[src/hdl/dqsd_pkg.sv]
// shared types and constants for the double-ended queue with search and delete
// no dependencies; imported by dqsd_engine, deque_with_search_delete and the testbench
package dqsd_pkg;

    localparam int VALUE_W = 32;
    localparam int POS_W   = 6;

    typedef enum logic [1:0] {
        CMD_PUSH_FRONT = 2'd0,
        CMD_PUSH_BACK  = 2'd1,
        CMD_DELETE     = 2'd2,
        CMD_FIND       = 2'd3
    } cmd_t;

    typedef enum logic [1:0] {
        ST_OK      = 2'd0,
        ST_FULL    = 2'd1,
        ST_MISSING = 2'd2
    } status_t;

    typedef enum logic [1:0] {
        S_IDLE,
        S_SCAN,
        S_SHIFT,
        S_RESP
    } state_t;

    typedef struct packed {
        status_t            status;
        logic [POS_W-1:0]   position;
    } res_t;

endpackage

[src/hdl/dqsd_ram.sv]
// generic single-clock ram, one write port and one read port, registered read
// no dependencies
module dqsd_ram #(
    parameter int WIDTH = 32,
    parameter int DEPTH = 64
) (
    input  logic                     clk,
    input  logic                     we,
    input  logic [$clog2(DEPTH)-1:0] waddr,
    input  logic [WIDTH-1:0]         wdata,
    input  logic                     re,
    input  logic [$clog2(DEPTH)-1:0] raddr,
    output logic [WIDTH-1:0]         rdata
);

    logic [WIDTH-1:0] mem [DEPTH];

    always_ff @(posedge clk)
    begin
        if (we)
        begin
            mem[waddr] <= wdata;
        end
        if (re)
        begin
            rdata <= mem[raddr];
        end
    end

endmodule

[src/hdl/dqsd_engine.sv]
// command sequencer: head and count registers, scan for find and delete,
// read-modify-write shift that closes the gap; drives the entry ram
// depends on dqsd_pkg
module dqsd_engine #(
    parameter int DEPTH = 64
) (
    input  logic                          clk,
    input  logic                          rst_n,
    input  logic                          in_valid,
    output logic                          in_ready,
    input  dqsd_pkg::cmd_t                in_cmd,
    input  logic [dqsd_pkg::VALUE_W-1:0]  in_value,
    output logic                          res_valid,
    input  logic                          res_ready,
    output dqsd_pkg::res_t                res,
    output logic                          ram_we,
    output logic [$clog2(DEPTH)-1:0]      ram_waddr,
    output logic [dqsd_pkg::VALUE_W-1:0]  ram_wdata,
    output logic                          ram_re,
    output logic [$clog2(DEPTH)-1:0]      ram_raddr,
    input  logic [dqsd_pkg::VALUE_W-1:0]  ram_rdata
);

    import dqsd_pkg::*;

    localparam int AW  = $clog2(DEPTH);
    localparam int AW1 = AW + 1;
    localparam int CW  = $clog2(DEPTH + 1);

    state_t               state_reg, state_next;
    logic [AW-1:0]        head_reg, head_next;
    logic [CW-1:0]        count_reg, count_next;
    cmd_t                 cmd_reg, cmd_next;
    logic [VALUE_W-1:0]   val_reg, val_next;
    logic [CW-1:0]        idx_reg, idx_next;
    logic [CW-1:0]        pidx_reg, pidx_next;
    logic                 rd_vld_reg, rd_vld_next;
    status_t              status_reg, status_next;
    logic [POS_W-1:0]     pos_reg, pos_next;

    logic                 accept;
    logic                 is_push;
    logic                 full;
    logic                 empty;
    logic                 hit;
    logic                 last_rd;
    logic                 issue;
    logic                 hit_is_last;
    logic [CW+POS_W-1:0]  pidx_ext;
    logic [AW-1:0]        head_dec;

    // physical slot of a logical position, head + pos wrapped once
    function automatic logic [AW-1:0] slot_of(input logic [AW-1:0] head,
                                              input logic [CW-1:0] pos);
        logic [AW:0] s;
        s = AW1'(head) + AW1'(pos);
        if (s >= AW1'(DEPTH))
        begin
            s = s - AW1'(DEPTH);
        end
        return s[AW-1:0];
    endfunction

    assign accept      = in_valid && in_ready;
    assign is_push     = (in_cmd == CMD_PUSH_FRONT) || (in_cmd == CMD_PUSH_BACK);
    assign full        = (count_reg == CW'(DEPTH));
    assign empty       = (count_reg == '0);
    assign hit         = rd_vld_reg && (ram_rdata == val_reg);
    assign last_rd     = rd_vld_reg && (pidx_reg == count_reg - CW'(1));
    assign issue       = (idx_reg < count_reg);
    assign hit_is_last = (pidx_reg + CW'(1) == count_reg);
    assign pidx_ext    = {{POS_W{1'b0}}, pidx_reg};
    assign head_dec    = (head_reg == '0) ? AW'(DEPTH - 1) : head_reg - AW'(1);

    // next state
    always_comb
    begin
        state_next = state_reg;
        unique case (state_reg)
            S_IDLE:
            begin
                if (accept)
                begin
                    if (is_push || empty)
                    begin
                        state_next = S_RESP;
                    end
                    else
                    begin
                        state_next = S_SCAN;
                    end
                end
            end
            S_SCAN:
            begin
                if (hit)
                begin
                    if (cmd_reg == CMD_DELETE && !hit_is_last)
                    begin
                        state_next = S_SHIFT;
                    end
                    else
                    begin
                        state_next = S_RESP;
                    end
                end
                else if (last_rd)
                begin
                    state_next = S_RESP;
                end
            end
            S_SHIFT:
            begin
                if (last_rd)
                begin
                    state_next = S_RESP;
                end
            end
            S_RESP:
            begin
                if (res_ready)
                begin
                    state_next = S_IDLE;
                end
            end
            default:
            begin
                state_next = S_IDLE;
            end
        endcase
    end

    // outputs and ram control
    always_comb
    begin
        in_ready     = (state_reg == S_IDLE);
        res_valid    = (state_reg == S_RESP);
        res.status   = status_reg;
        res.position = pos_reg;
        ram_re       = ((state_reg == S_SCAN) || (state_reg == S_SHIFT)) && issue;
        ram_raddr    = slot_of(head_reg, idx_reg);
        ram_we       = 1'b0;
        ram_waddr    = slot_of(head_reg, pidx_reg - CW'(1));
        ram_wdata    = ram_rdata;
        if (state_reg == S_IDLE)
        begin
            ram_we    = accept && is_push && !full;
            ram_wdata = in_value;
            ram_waddr = (in_cmd == CMD_PUSH_FRONT) ? head_dec
                                                   : slot_of(head_reg, count_reg);
        end
        else if (state_reg == S_SHIFT)
        begin
            // entry read last cycle moves up one place
            ram_we = rd_vld_reg;
        end
    end

    // datapath registers
    always_comb
    begin
        head_next   = head_reg;
        count_next  = count_reg;
        cmd_next    = cmd_reg;
        val_next    = val_reg;
        idx_next    = idx_reg;
        pidx_next   = pidx_reg;
        rd_vld_next = 1'b0;
        status_next = status_reg;
        pos_next    = pos_reg;
        unique case (state_reg)
            S_IDLE:
            begin
                if (accept)
                begin
                    cmd_next    = in_cmd;
                    val_next    = in_value;
                    idx_next    = '0;
                    pos_next    = '0;
                    status_next = ST_OK;
                    if (is_push)
                    begin
                        if (full)
                        begin
                            status_next = ST_FULL;
                        end
                        else
                        begin
                            count_next = count_reg + CW'(1);
                            if (in_cmd == CMD_PUSH_FRONT)
                            begin
                                head_next = head_dec;
                            end
                        end
                    end
                    else if (empty)
                    begin
                        status_next = ST_MISSING;
                    end
                end
            end
            S_SCAN:
            begin
                if (issue)
                begin
                    idx_next  = idx_reg + CW'(1);
                    pidx_next = idx_reg;
                end
                rd_vld_next = issue && !hit && !last_rd;
                if (hit)
                begin
                    status_next = ST_OK;
                    if (cmd_reg == CMD_FIND)
                    begin
                        pos_next = pidx_ext[POS_W-1:0];
                    end
                    else if (hit_is_last)
                    begin
                        count_next = count_reg - CW'(1);
                    end
                    else
                    begin
                        // restart reads just behind the match
                        idx_next  = pidx_reg + CW'(1);
                        pidx_next = pidx_reg;
                    end
                end
                else if (last_rd)
                begin
                    status_next = ST_MISSING;
                end
            end
            S_SHIFT:
            begin
                if (issue)
                begin
                    idx_next  = idx_reg + CW'(1);
                    pidx_next = idx_reg;
                end
                rd_vld_next = issue && !last_rd;
                if (last_rd)
                begin
                    count_next  = count_reg - CW'(1);
                    status_next = ST_OK;
                end
            end
            S_RESP:
            begin
            end
            default:
            begin
            end
        endcase
    end

    always_ff @(posedge clk or negedge rst_n)
    begin
        if (!rst_n)
        begin
            state_reg  <= S_IDLE;
            head_reg   <= '0;
            count_reg  <= '0;
            rd_vld_reg <= 1'b0;
        end
        else
        begin
            state_reg  <= state_next;
            head_reg   <= head_next;
            count_reg  <= count_next;
            rd_vld_reg <= rd_vld_next;
        end
    end

    always_ff @(posedge clk)
    begin
        cmd_reg    <= cmd_next;
        val_reg    <= val_next;
        idx_reg    <= idx_next;
        pidx_reg   <= pidx_next;
        status_reg <= status_next;
        pos_reg    <= pos_next;
    end

endmodule

[src/hdl/deque_with_search_delete.sv]
// Double-ended queue of up to DEPTH signed 32-bit values with search and delete.
// Input channel s_*: s_tuser carries the command (push front, push back,
// delete first match, find), s_tdata the value. Output channel m_*: one
// transfer per command, m_tuser the status (done/found, full, not found),
// m_tdata the zero-based position of a find match, zero otherwise.
// A push, or a find or delete on an empty queue, needs no scan: the sequencer
// goes from idle straight to its result state and hands the result to the output
// register. Find and delete scan the entry ram one read a cycle, stopping at the
// first match or after the last entry. A delete that hits moves each following
// entry up through the one read port and the one write port; no move is needed
// when the match is the last entry.
// One command is in work at a time: s_tready is high only while the sequencer is
// idle, which it is again in the cycle after it hands a result over.
// The output register holds a finished result while m_tready is low, and the
// next command is still accepted and worked on; its result waits until the
// register frees up.
// Reset empties the queue (head and count cleared); ram contents are not
// cleared and need no clearing pass since only written entries are ever read.
// depends on dqsd_pkg, dqsd_ram, dqsd_engine
module deque_with_search_delete #(
    parameter int DEPTH = 64
) (
    input  logic        clk,
    input  logic        rst_n,
    input  logic        s_tvalid,
    output logic        s_tready,
    input  logic [31:0] s_tdata,   // [31:0] item_value
    input  logic [1:0]  s_tuser,   // [1:0] cmd
    output logic        m_tvalid,
    input  logic        m_tready,
    output logic [7:0]  m_tdata,   // [5:0] position, [7:6] zero
    output logic [1:0]  m_tuser    // [1:0] status
);

    import dqsd_pkg::*;

    localparam int AW = $clog2(DEPTH);

    logic                 res_valid;
    logic                 res_ready;
    res_t                 res;
    logic                 ram_we;
    logic [AW-1:0]        ram_waddr;
    logic [VALUE_W-1:0]   ram_wdata;
    logic                 ram_re;
    logic [AW-1:0]        ram_raddr;
    logic [VALUE_W-1:0]   ram_rdata;
    logic                 out_valid_reg, out_valid_next;
    res_t                 out_reg, out_next;

    dqsd_engine #(
        .DEPTH (DEPTH)
    ) u_engine (
        .clk       (clk),
        .rst_n     (rst_n),
        .in_valid  (s_tvalid),
        .in_ready  (s_tready),
        .in_cmd    (cmd_t'(s_tuser)),
        .in_value  (s_tdata),
        .res_valid (res_valid),
        .res_ready (res_ready),
        .res       (res),
        .ram_we    (ram_we),
        .ram_waddr (ram_waddr),
        .ram_wdata (ram_wdata),
        .ram_re    (ram_re),
        .ram_raddr (ram_raddr),
        .ram_rdata (ram_rdata)
    );

    dqsd_ram #(
        .WIDTH (VALUE_W),
        .DEPTH (DEPTH)
    ) u_entry_ram (
        .clk   (clk),
        .we    (ram_we),
        .waddr (ram_waddr),
        .wdata (ram_wdata),
        .re    (ram_re),
        .raddr (ram_raddr),
        .rdata (ram_rdata)
    );

    // output register decouples the sequencer from a stalling receiver
    assign res_ready = !out_valid_reg || m_tready;

    always_comb
    begin
        out_valid_next = out_valid_reg;
        out_next       = out_reg;
        if (res_valid && res_ready)
        begin
            out_valid_next = 1'b1;
            out_next       = res;
        end
        else if (m_tready)
        begin
            out_valid_next = 1'b0;
        end
    end

    always_ff @(posedge clk or negedge rst_n)
    begin
        if (!rst_n)
        begin
            out_valid_reg <= 1'b0;
        end
        else
        begin
            out_valid_reg <= out_valid_next;
        end
    end

    always_ff @(posedge clk)
    begin
        out_reg <= out_next;
    end

    assign m_tvalid = out_valid_reg;
    assign m_tuser  = out_reg.status;
    assign m_tdata  = {2'b00, out_reg.position};

`ifndef NO_ASSERTIONS
    // the shift never reads the slot it is writing
    a_no_rw_same_slot: assert property (@(posedge clk) disable iff (!rst_n)
        (ram_we && ram_re) |-> (ram_waddr != ram_raddr))
        else $error("entry ram read and write at the same slot");

    // no new command while a result is still held in the sequencer
    a_busy_while_resp: assert property (@(posedge clk) disable iff (!rst_n)
        res_valid |-> !s_tready)
        else $error("input accepted while a result is pending");

    // output valid only rises after a result transfer from the sequencer
    a_out_from_result: assert property (@(posedge clk) disable iff (!rst_n)
        $rose(m_tvalid) |-> $past(res_valid))
        else $error("output valid without a result from the sequencer");
`endif

endmodule

[config.mk]
export PLATFORM = sky130hd
export DESIGN_NAME = deque_with_search_delete
export DESIGN_NICKNAME = d
export VERILOG_FILES = /design/src/hdl/dqsd_pkg.sv /design/src/hdl/dqsd_ram.sv /design/src/hdl/dqsd_engine.sv /design/src/hdl/deque_with_search_delete.sv
export SDC_FILE = /design/constraint.sdc
export NUM_CORES = 2
export LEC_CHECK = 0
export ABC_AREA = 1
export ABC_CLOCK_PERIOD_IN_PS = 6100
export BUFFER_PORTS_ARGS = -buffer_cell sky130_fd_sc_hd__buf_4
export CORE_ASPECT_RATIO = 1.25
export CORE_MARGIN = 2
export CORE_UTILIZATION = 27
export CTS_CLUSTER_DIAMETER = 150
export CTS_CLUSTER_SIZE = 24
export DETAILED_ROUTE_END_ITERATION = 10
export GPL_TIMING_DRIVEN = 0
export HOLD_SLACK_MARGIN = 0.1
export PLACE_DENSITY_LB_ADDON = 0.3
export SKIP_CTS_REPAIR_TIMING = 1
export SLEW_MARGIN = 20
export SYNTH_ARGS = -nofsm -noshare
export SYNTH_HDL_FRONTEND = slang
export SYNTH_HIERARCHICAL = 1
export SYNTH_SLANG_ARGS = --single-unit
[constraint.sdc]
create_clock -name clk -period 6.1 [get_ports clk]
set_input_delay 0.61 -clock clk [delete_from_list [all_inputs] [get_ports clk]]
set_output_delay 0.61 -clock clk [all_outputs]
set_load 0.01 [all_outputs]
==> summary.txt <==
Clock Latency Late Sink - 0.80 ns
slowest stage delay, CP - 0.86 ns
pre-CTS WS - -0.156 ns
crit share post-route - 98.3%
drt via density - 5.16
Bufs on Longest Clock Path - 3
register bit total from synthesis - 2161
post-route minimum period - 6.00 ns
Syn Std Cell Area - 89300 um^2
Hold WC Path Type - input port to flop
type of the worst setup path - flop to flop
Synth Flop Type - edfxtp_1
# DRC - 0
total die area - 335000 um^2
drt wl/cell - 29.4 um
CP required - 6.57 ns
total number of yosys warnings - 6
Port-buffer cells - 47
met1 GRT Util - 24.9%
Ports - 50
Fill cells - 32900
share of layout cells above drive strength 1 - 11.7%
Die Height - 647 um
H-tree depth - 3
Initial Util - 27.1%
Syn Area/Cell - 11.8 um^2
global placer's final weighted congestion - 1.01
Clock Skew - 0.0516 ns
Fin. Hold Viols - 0
critical path data arrival time - 6.47 ns
Detail Placement HPWL - 276000 um
max FFs per register - 2048
CTS Sinks - 2161
gr ovfl total - 0
wirelength, routed - 368000 um
CTS buffer count - 100
total track usage - 21.3%
fin nets - 8138
max cap viols - 0
commonest non-fill, non-tap cells in the layout - 2468 x nand2_1, 2144 x edfxtp_1, 1943 x nand3_1, 325 x buf_2, 141 x inv_1
CP top delay family - buffers and inverters
first-pass GRT wire length - 498000 um
area grow syn2layout - 17.0%
most common cell after layout, fill and taps aside - nand2_1
Unique masters post-synth - 51
Final WS setup - 0.104 ns
most used routing layer - met2
EDFF count, synth - 2144
DR pass1 iterations - 6
r2r setup slk - 0.10 ns
FP Rows - 236
RSZ-0062 raised after global routing - false
via count - 64500
max-slew violations - 0
Final ANT Viol Nets - 0
initial antenna violation count - 16
critical path's slowest cell - nor4_2
Setup-failing EPs final - 0
width of the chip - 518 um
Most Frequent Cell on Critical Path - buf_2
critical-path cell list - inv_1 -> ha_1 -> clkbuf_1 -> inv_1 -> clkbuf_1 -> a221oi_1 -> a21oi_1 -> inv_1 -> nand4_1 -> nor4_2 -> buf_2 -> buf_2 -> buf_2 -> buf_4 -> buf_2
CTS Root Cell - clkbuf_16
Worst setup SP type - flop
Seq/Total Area, Yosys - 72.6%
largest net degree at the start of global routing - 41
Worst Tran Pin Value - 1.23 ns
vias in the first global route - 60600
initial drt markers - 8492
outcome - finished, final reports clean
met3 Resource Use GR - 3.55%
CTS tree - built
fmax - 0.167 GHz
share of flip-flops with an asynchronous set or reset - 0.787%
Gate Count Post-Synth - 7589
CP endpoint kind - flop
Worst Path Max Fanout - 10
Core Area - 330000 um^2
met2 Usage GRT - 36.2%
Slew HR - 18.0%
Clock Pin Slew Worst Setup and Hold Paths - 0.10 ns
Buf/Inv on CP - 10
-- worst min-delay path: stages --
cell and delay, ns:
buf_4 0.07, inv_1 0.04, nand2_1 0.11, nand2_1 0.06
-- through the flow --
step / util, % / setup TNS [ns] / std cells / instance area (um^2) / hold WS (ns)
2_1_floorplan: - / 0 / 7590 / 89300 / 0.314
3_3_place_gp: 28.8 / - / 12000 / 95100 / 0.406
3_5_place_dp: 30.7 / -0.936 / 12300 / 101000 / 0.405
4_1_cts: 31.6 / -1.04 / 12500 / 104000 / -0.359
5_1_grt: 31.7 / 0 / 12500 / 104000 / 0.134
6_report: 31.7 / 0 / 12500 / 104000 / 0.138
-- cell usage after synthesis, drive strengths merged (3+ instances only) --
| cell type | number | area [um^2] |
|---|---|---|
| nand3b | 3 | 22.5 |
| nor2 | 126 | 510 |
| dfrtp | 17 | 425 |
| inv | 149 | 562 |
| or2 | 7 | 43.8 |
| nor3 | 11 | 60.1 |
| o22ai | 3 | 18.8 |
| a211oi | 3 | 22.5 |
| nand4 | 17 | 106 |
| ha | 37 | 463 |
| nand3 | 1947 | 9770 |
| nor4 | 8 | 50.1 |
| a21oi | 30 | 180 |
| xnor2 | 17 | 149 |
| edfxtp | 2144 | 64400 |
| fa | 3 | 60.1 |
| clkbuf | 91 | 342 |
| xor2 | 25 | 219 |
| o21bai | 3 | 22.5 |
| buf | 381 | 2040 |
| nand2 | 2486 | 9370 |
| o21ai | 70 | 373 |
-- final timing paths --
check,from,endpoint,cells after the start
min in group asynchronous,rst_n,u_engine/rd_vld_reg,2
worst max-delay path,u_engine/state_reg[0],u_entry_ram/mem[52][16],15
worst min register to register,u_engine/pos_reg[5],m_tdata[5],0
max in group asynchronous,rst_n,u_engine/count_reg[3],2
worst max register to register,u_engine/state_reg[0],u_entry_ram/mem[52][16],15
worst min-delay path,m_tready,m_tvalid,4
-- final cells by class --
class                   instances  area, um^2  area share (%)
multi-input cells            4807       22400            21.4
well taps                    4403        5510            5.27
repair buffers                368        6070            5.81
plain buffers                 472        2390            2.29
clock buffers                 121        2670            2.55
flip-flops and latches       2161       64800            62.0
inverters                     150         566           0.541
clock inverters                 5        70.1          0.0671
diodes                         13        32.5          0.0311
-- logic make-up after synthesis --
logic type                 count (synthesis)  share of synthesized area, %
buffers and inverters                    622                          3.30
muxes                                      1                        0.0112
AOI/OAI and AO/OA                        115                         0.743
xor gates and xnor gates                  42                         0.412
other                                      1                       0.00420
DFF                                     2161                          72.6
and+or+nand+nor                         4607                          22.4
adders and majority gates                 40                         0.586
-- metal layers --
layer  share of wire (%)  wire length (um)
met1                  36            132000
met2                  48            177000
met3                 8.4             30900
met4                 7.4             27400
met5              0.0035                13
Power is not shown: default switching activity piles up to over one toggle a cycle in this logic, so the estimate is an artifact.
